### config.mk
export PLATFORM = sky130hd
export DESIGN_NAME = ltpd_strip
export DESIGN_NICKNAME = d
export VERILOG_FILES = /design/src/rtl/ltpd_pkg.sv /design/src/rtl/ltpd_strip.sv
export SDC_FILE = /design/constraint.sdc
export NUM_CORES = 1
export LEC_CHECK = 0
export ABC_AREA = 1
export ABC_CLOCK_PERIOD_IN_PS = 7500
export BUFFER_PORTS_ARGS = -buffer_cell sky130_fd_sc_hd__buf_2
export CAP_MARGIN = 20
export CORE_ASPECT_RATIO = 1.75
export CORE_MARGIN = 3
export CORE_UTILIZATION = 45
export DETAILED_ROUTE_END_ITERATION = 7
export PLACE_DENSITY = 0.78
export SYNTH_ARGS = -nofsm -noshare
export SYNTH_HDL_FRONTEND = slang
export SYNTH_SLANG_ARGS = --single-unit
### constraint.sdc
create_clock -name clk -period 7.5 [get_ports clk]
set_input_delay 0.375 -clock clk [delete_from_list [all_inputs] [get_ports clk]]
set_output_delay 0.375 -clock clk [all_outputs]
set_load 0.02 [all_outputs]
### src/rtl/ltpd_pkg.sv
// Shared types and constants for the LT peeling decoder.
package ltpd_pkg;
  localparam int BLK_COUNT_DEF     = 64;
  localparam int BLOCK_BITS_DEF    = 64;
  localparam int PENDING_SLOTS_DEF = 128;

  typedef enum logic [1:0] {
    KIND_DECODED   = 2'd0,
    KIND_PENDING   = 2'd1,
    KIND_REDUNDANT = 2'd2,
    KIND_FULL      = 2'd3
  } kind_t;

  typedef enum logic [3:0] {
    ST_IDLE, ST_STRIP, ST_CLASSIFY, ST_FINDSLOT, ST_WRITE, ST_FINAL,
    ST_QPOP, ST_QRD, ST_SRD, ST_SCHK, ST_SSTRIP, ST_SDONE
  } state_t;
endpackage

### src/rtl/ltpd_strip.sv
// Shared strip unit: XORs one known block per cycle out of a mask/data pair.
module ltpd_strip import ltpd_pkg::*; #(
  parameter int BLK_COUNT  = BLK_COUNT_DEF,
  parameter int BLOCK_BITS = BLOCK_BITS_DEF
) (
  input  logic                  clk,
  input  logic                  rst,
  input  logic                  start,
  input  logic [BLK_COUNT-1:0]  mask_in,
  input  logic [BLOCK_BITS-1:0] data_in,
  input  logic [BLK_COUNT-1:0]  known,
  input  logic [BLOCK_BITS-1:0] store_rdata,
  output logic [$clog2(BLK_COUNT)-1:0] store_raddr,
  output logic                  done,
  output logic [BLK_COUNT-1:0]  mask_out,
  output logic [BLOCK_BITS-1:0] data_out
);
  localparam int IW = $clog2(BLK_COUNT);
  logic [BLK_COUNT-1:0]  work;
  logic [BLOCK_BITS-1:0] acc;
  logic                  busy, rd_pend;
  logic [BLK_COUNT-1:0]  low_bit;

  assign low_bit = work & (~work + BLK_COUNT'(1));

  always_comb begin
    store_raddr = '0;
    for (int i = 0; i < BLK_COUNT; i++)
      if (low_bit[i]) store_raddr = IW'(i);
  end

  // store read is registered, so data arrives in the cycle after the address
  always_ff @(posedge clk) begin
    if (rst) begin
      busy <= 1'b0; rd_pend <= 1'b0; done <= 1'b0;
    end else begin
      done <= 1'b0;
      if (start) begin
        busy <= 1'b1; rd_pend <= 1'b0;
        work <= mask_in & known;
        acc <= data_in;
        mask_out <= mask_in & ~known;
      end else if (busy) begin
        if (rd_pend) acc <= acc ^ store_rdata;
        if (work != '0) begin
          work <= work & ~low_bit;
          rd_pend <= 1'b1;
        end else begin
          rd_pend <= 1'b0;
          if (!rd_pend) begin
            busy <= 1'b0; done <= 1'b1;
          end
        end
      end
    end
  end
  assign data_out = acc;
endmodule

==> Word level (Yosys, flattened, before mapping) <==
Index checks and enable logic that the tools add are counted.
{ "totals": {"mem_bits_rw": 0, "regBits": 195, "memories": 0, "latchBits": 0, "rom_bits": 0} }
{ "classes": {"add_sub_neg": 1, "n_eq_ne": 0, "reduce_logical": 9, "div": 0, "n_bitwise": 10, "shift": 0, "n_lt_le_gt_ge": 0, "multipliers": 0, "n_mux": 75} }
{ "ops": {"columns": ["cell", "count"], "rows": [
  ["$mux 64", 6],
  ["$mux 6", 62],
  ["$and 64x64->64", 4],
  ["$not 64->64", 3],
  ["$add 64x1->64 const B", 1],
  ["$reduce_bool 64->1", 1],
  ["$xor 64x64->64", 1],
  ["$mux 1", 7],
  ["$reduce_and 3->1", 2],
  ["$reduce_bool 2->1", 3],
  ["$reduce_or 4->1", 1],
  ["$not 1->1", 2],
  ["$reduce_and 2->1", 1],
  ["$reduce_or 2->1", 1]
]} }

==> Logic depth before layout (Yosys ltp) <==
{ "depth": {"ltp_word": 66, "ltp_mapped": 25, "depth_no_buf": 25} }

==> Least setup slack after synthesis <==
Ideal clock, no wire load.
{ "synth_timing": {"path_kind": "in2reg", "startpoint": "in start", "endpoint": "reg acc[0], in the netlist data_out[0] (enable)", "arrival_ns": 6.517, "path_stages": 6, "slack_ns": 0.497, "setup_ns": 0.486, "required_time_ns": 7.014, "path_cell_list": "clkbuf_1 inv_1 clkbuf_1 nor2_1 nor2_1 nor2_1"} }
{ "synth_via": {"elab_chain_cells": 2, "elab_cells_between_ends": 3} }
{ "synth_lines": {"columns": ["element", "line_no", "source"], "rows": [
  ["start, declared", "ltpd_strip.sv:8", "input logic start,"],
  ["$reduce_bool 2->1 (no line)", null, null],
  ["$reduce_and 3->1 (no line) (*)", null, null],
  ["end signal, assigned", "ltpd_strip.sv:41", "acc <= data_in;"],
  ["end signal, assigned", "ltpd_strip.sv:44", "if (rd_pend) acc <= acc ^ store_rdata;"],
  ["end, declared", "ltpd_strip.sv:20", "logic [BLOCK_BITS-1:0] acc;"]
]} }
Every way passes the cells marked *; elsewhere a longest branch is shown, timed or not.
A chain may end at the register's enable or synchronous reset.

==> Final worst setup path <==
{ "layout_timing": {"startpoint": "reg work[2]", "endpoint": "out store_raddr[3]"} }
{ "layout_via": {"elab_chain_cells": 64} }
{ "layout_lines": {"columns": ["element", "line_no", "source"], "rows": [
  ["start, declared", "ltpd_strip.sv:19", "logic [BLK_COUNT-1:0] work;"],
  ["start signal, assigned", "ltpd_strip.sv:40", "work <= mask_in & known;"],
  ["start signal, assigned", "ltpd_strip.sv:46", "work <= work & ~low_bit;"],
  ["$not 64->64 (*)", "ltpd_strip.sv:24", "assign low_bit = work & (~work + BLK_COUNT'(1));"],
  ["$add 64x1->64 (*)", "ltpd_strip.sv:24", null],
  ["$and 64x64->64 (*)", "ltpd_strip.sv:24", null],
  ["$mux 6 (60 in series)", "ltpd_strip.sv:29", "if (low_bit[i]) store_raddr = IW'(i);"],
  ["$mux 6 (*)", "ltpd_strip.sv:29", null],
  ["end, declared", "ltpd_strip.sv:13", "output logic [$clog2(BLK_COUNT)-1:0] store_raddr,"]
]} }
Marked as above.

==> impl_metrics.json <==
{
  "dp_hpwl_um": 24990,
  "rsz0062_at_grt": "no",
  "via_per_inst": 5.150,
  "clk_path_buf_depth": 2,
  "crit_buf_inv": 3,
  "yosysUniqueCellTypes": 35,
  "grt_pass1_vias": 8934,
  "vdd_ir_drop_max_mv": 0.1831,
  "crit_arrival_ns": 3.78,
  "synth_edf_count": 192,
  "cts-buffers-inserted": 17,
  "wl_met3_um": 2547,
  "area_growth_pct": 28.90,
  "hold_violations": 0,
  "p_per_area_mw_per_mm2": 202.0,
  "htree_levels": 4,
  "io_pins": 394,
  "final_cell_mix": "buf_2 (392), edfxtp_1 (192), nand2_1 (186)",
  "ant_nets": 0,
  "overflow": 0,
  "cts_tree": "built",
  "synth_seq_cells": 195,
  "grt_max_degree": 94,
  "highest_layer": "met5",
  "dp.cells": 1733,
  "vias": 9110,
  "timing.setup.tns_ns": 0,
  "fin_crit_sh": 0.5546,
  "cp_data_required_time_ns": 7.12,
  "cap_viol_max_count": 0,
  "firstDrtPassIters": 5,
  "synth_area_mm2": 0.01006,
  "grt_pass1_wl_um": 47850,
  "cp_max_fo": 6,
  "track_usage": 0.2551,
  "dr_wl_met2_um": 16730,
  "status": "complete, no violations",
  "fp.coreArea_mm2": 0.02176,
  "cts_root_buffer": "clkbuf_16",
  "worstMarginPinSlew_ns": 0.9288,
  "num_rows": 71,
  "cp_slowest_cell": "nor2_1",
  "insertion_delay_ns": 0.44,
  "die_area_mm2": 0.02427,
  "async_flop_share": 0,
  "slew_headroom": 0.3808,
  "min_period_ns": 4.159,
  "path_clk_slew_ns": 0.07,
  "drt-total-wl_um": 31510,
  "route.detailed.drc": 0,
  "path_class": "flop to output port",
  "chipWidth_um": 119.1,
  "final_common_cell": "buf_2",
  "synth_ff_type": "edfxtp_1",
  "cp_common_cell": "nor2_1",
  "syn-num-nets": 1329,
  "drt_iter0_markers": 829,
  "start_util": 0.4624,
  "fin_cells": 1769,
  "cts.sinks": 195,
  "antenna_found_initial": 12,
  "setup_viol": 0,
  "crit_path_end_kind": "output port",
  "slowest_delay_ns": 0.44,
  "synth.avg_cell_area_um2": 9.406,
  "layout.nets": 1719,
  "post_cts_buffers": 0,
  "wl_per_cell_um": 17.81,
  "max_freq_mhz": 240.4,
  "seq_area_frac_synth": 0.5788,
  "ctsHoldBuffers": 0,
  "min_path_type": "input pin to flop",
  "yosys_warnings": 0,
  "critPathLaunchType": "flop",
  "cts_resized": 0,
  "place_congestion": 0.9647,
  "synthCells": 1070,
  "die_h_um": 203.8,
  "slew_violations": 0,
  "clock_skew_ns": 0.008953,
  "drive_gt1_frac": 0.3109,
  "critPathTopFamily": "simple AND/OR/NAND/NOR gates",
  "met1_length_um": 11250,
  "port_buffers": 393,
  "worstPathCellList": "nor2_1, nand3_1, nor2_1, nand2_1, nor2_1, nand2_1, nor2_1, inv_1, nor2_1, inv_1, nor2_1, nand2_1, nand2_1, a2111oi_0, nand3_1, a2111oi_0, nand4_1, buf_2",
  "p_leak_nw": 5.706
}
-- where the power goes --
part	switching, W	internal (W)	total (W)
logic	0.000218	0.000136	0.000353
clock network	0.000420	0.000530	0.000950
registers	0.0000394	0.00128	0.00132
-- sequential cells by signal (all words and copies together) (netlist names) --
register,count
busy,1
mask_out,64
rd_pend,1
done,1
work,64
data_out,64
-- through the flow --
stage                     setup WS, ns  total power (W)  hold slack (ns)  instance area, um^2  utilization
after detailed placement         3.837         0.001695           0.5371                12360       0.5678
after floorplan                 0.4973         0.001526           0.4703                10060            -
final                            3.341         0.002620           0.2110                12970       0.5961
after global placement           3.953         0.001684           0.4929                12360       0.5678
after global routing             2.832         0.002721           0.1968                12970       0.5960
after CTS                        3.338         0.002641           0.1902                12960       0.5956
-- layout make-up --
| class | count | area [um^2] |
|---|---|---|
| repair buffers | 399 | 2018 |
| diodes | 4 | 10.01 |
| flip-flops and latches | 195 | 5826 |
| fillers | 1873 | 8791 |
| inverters | 139 | 521.8 |
| multi-input cells | 708 | 3627 |
| clock buffers | 18 | 429.2 |
| well taps | 292 | 365.4 |
| clock inverters | 14 | 176.4 |
-- cells in the mapped netlist (4+ instances only) --
master,count,area (um^2)
edfxtp_1,192,5766
nand2_1,186,698.2
nor2_1,146,548.0
inv_1,135,506.7
nand3_1,118,590.6
o21ai_0,83,415.4
xnor2_1,64,560.5
clkbuf_1,25,93.84
o31ai_1,24,180.2
nand4_1,23,143.9
nor3_1,17,85.08
nor4_1,10,62.56
nand2_2,6,37.54
inv_2,4,15.01
nor2_4,4,45.04
-- layer usage --
metal | GRT usage | up-vias
met5 | 0 | -
met4 | 0.09407 | 16
met3 | 0.07394 | 67
met2 | 0.4671 | 403
met1 | 0.2765 | 4184
li1 | - | 4440
-- cell families after synthesis --
logic type	after synthesis	share of synthesized area
flip-flops	195	0.5788
buffers and inverters	167	0.06228
AO/OA/AOI/OAI	117	0.06726
AND/OR/NAND/NOR	527	0.2360
XOR/XNOR	64	0.05569
-- tightest hold or removal path: stages --
cell	delay [ns]
buf_2	0.07
nand2_1	0.04
o21ai_0	0.05
-- final timing paths --
path | startpoint | end | slack, ns | cells past startpoint
min reg2reg | rd_pend | busy | 0.53 | 2
max reg2reg | work[25] | work[9] | 4.01 | 12
min | data_in[31] | data_out[31] | 0.21 | 3
max | work[2] | store_raddr[3] | 3.34 | 18
(Power assumes the default switching activity.)
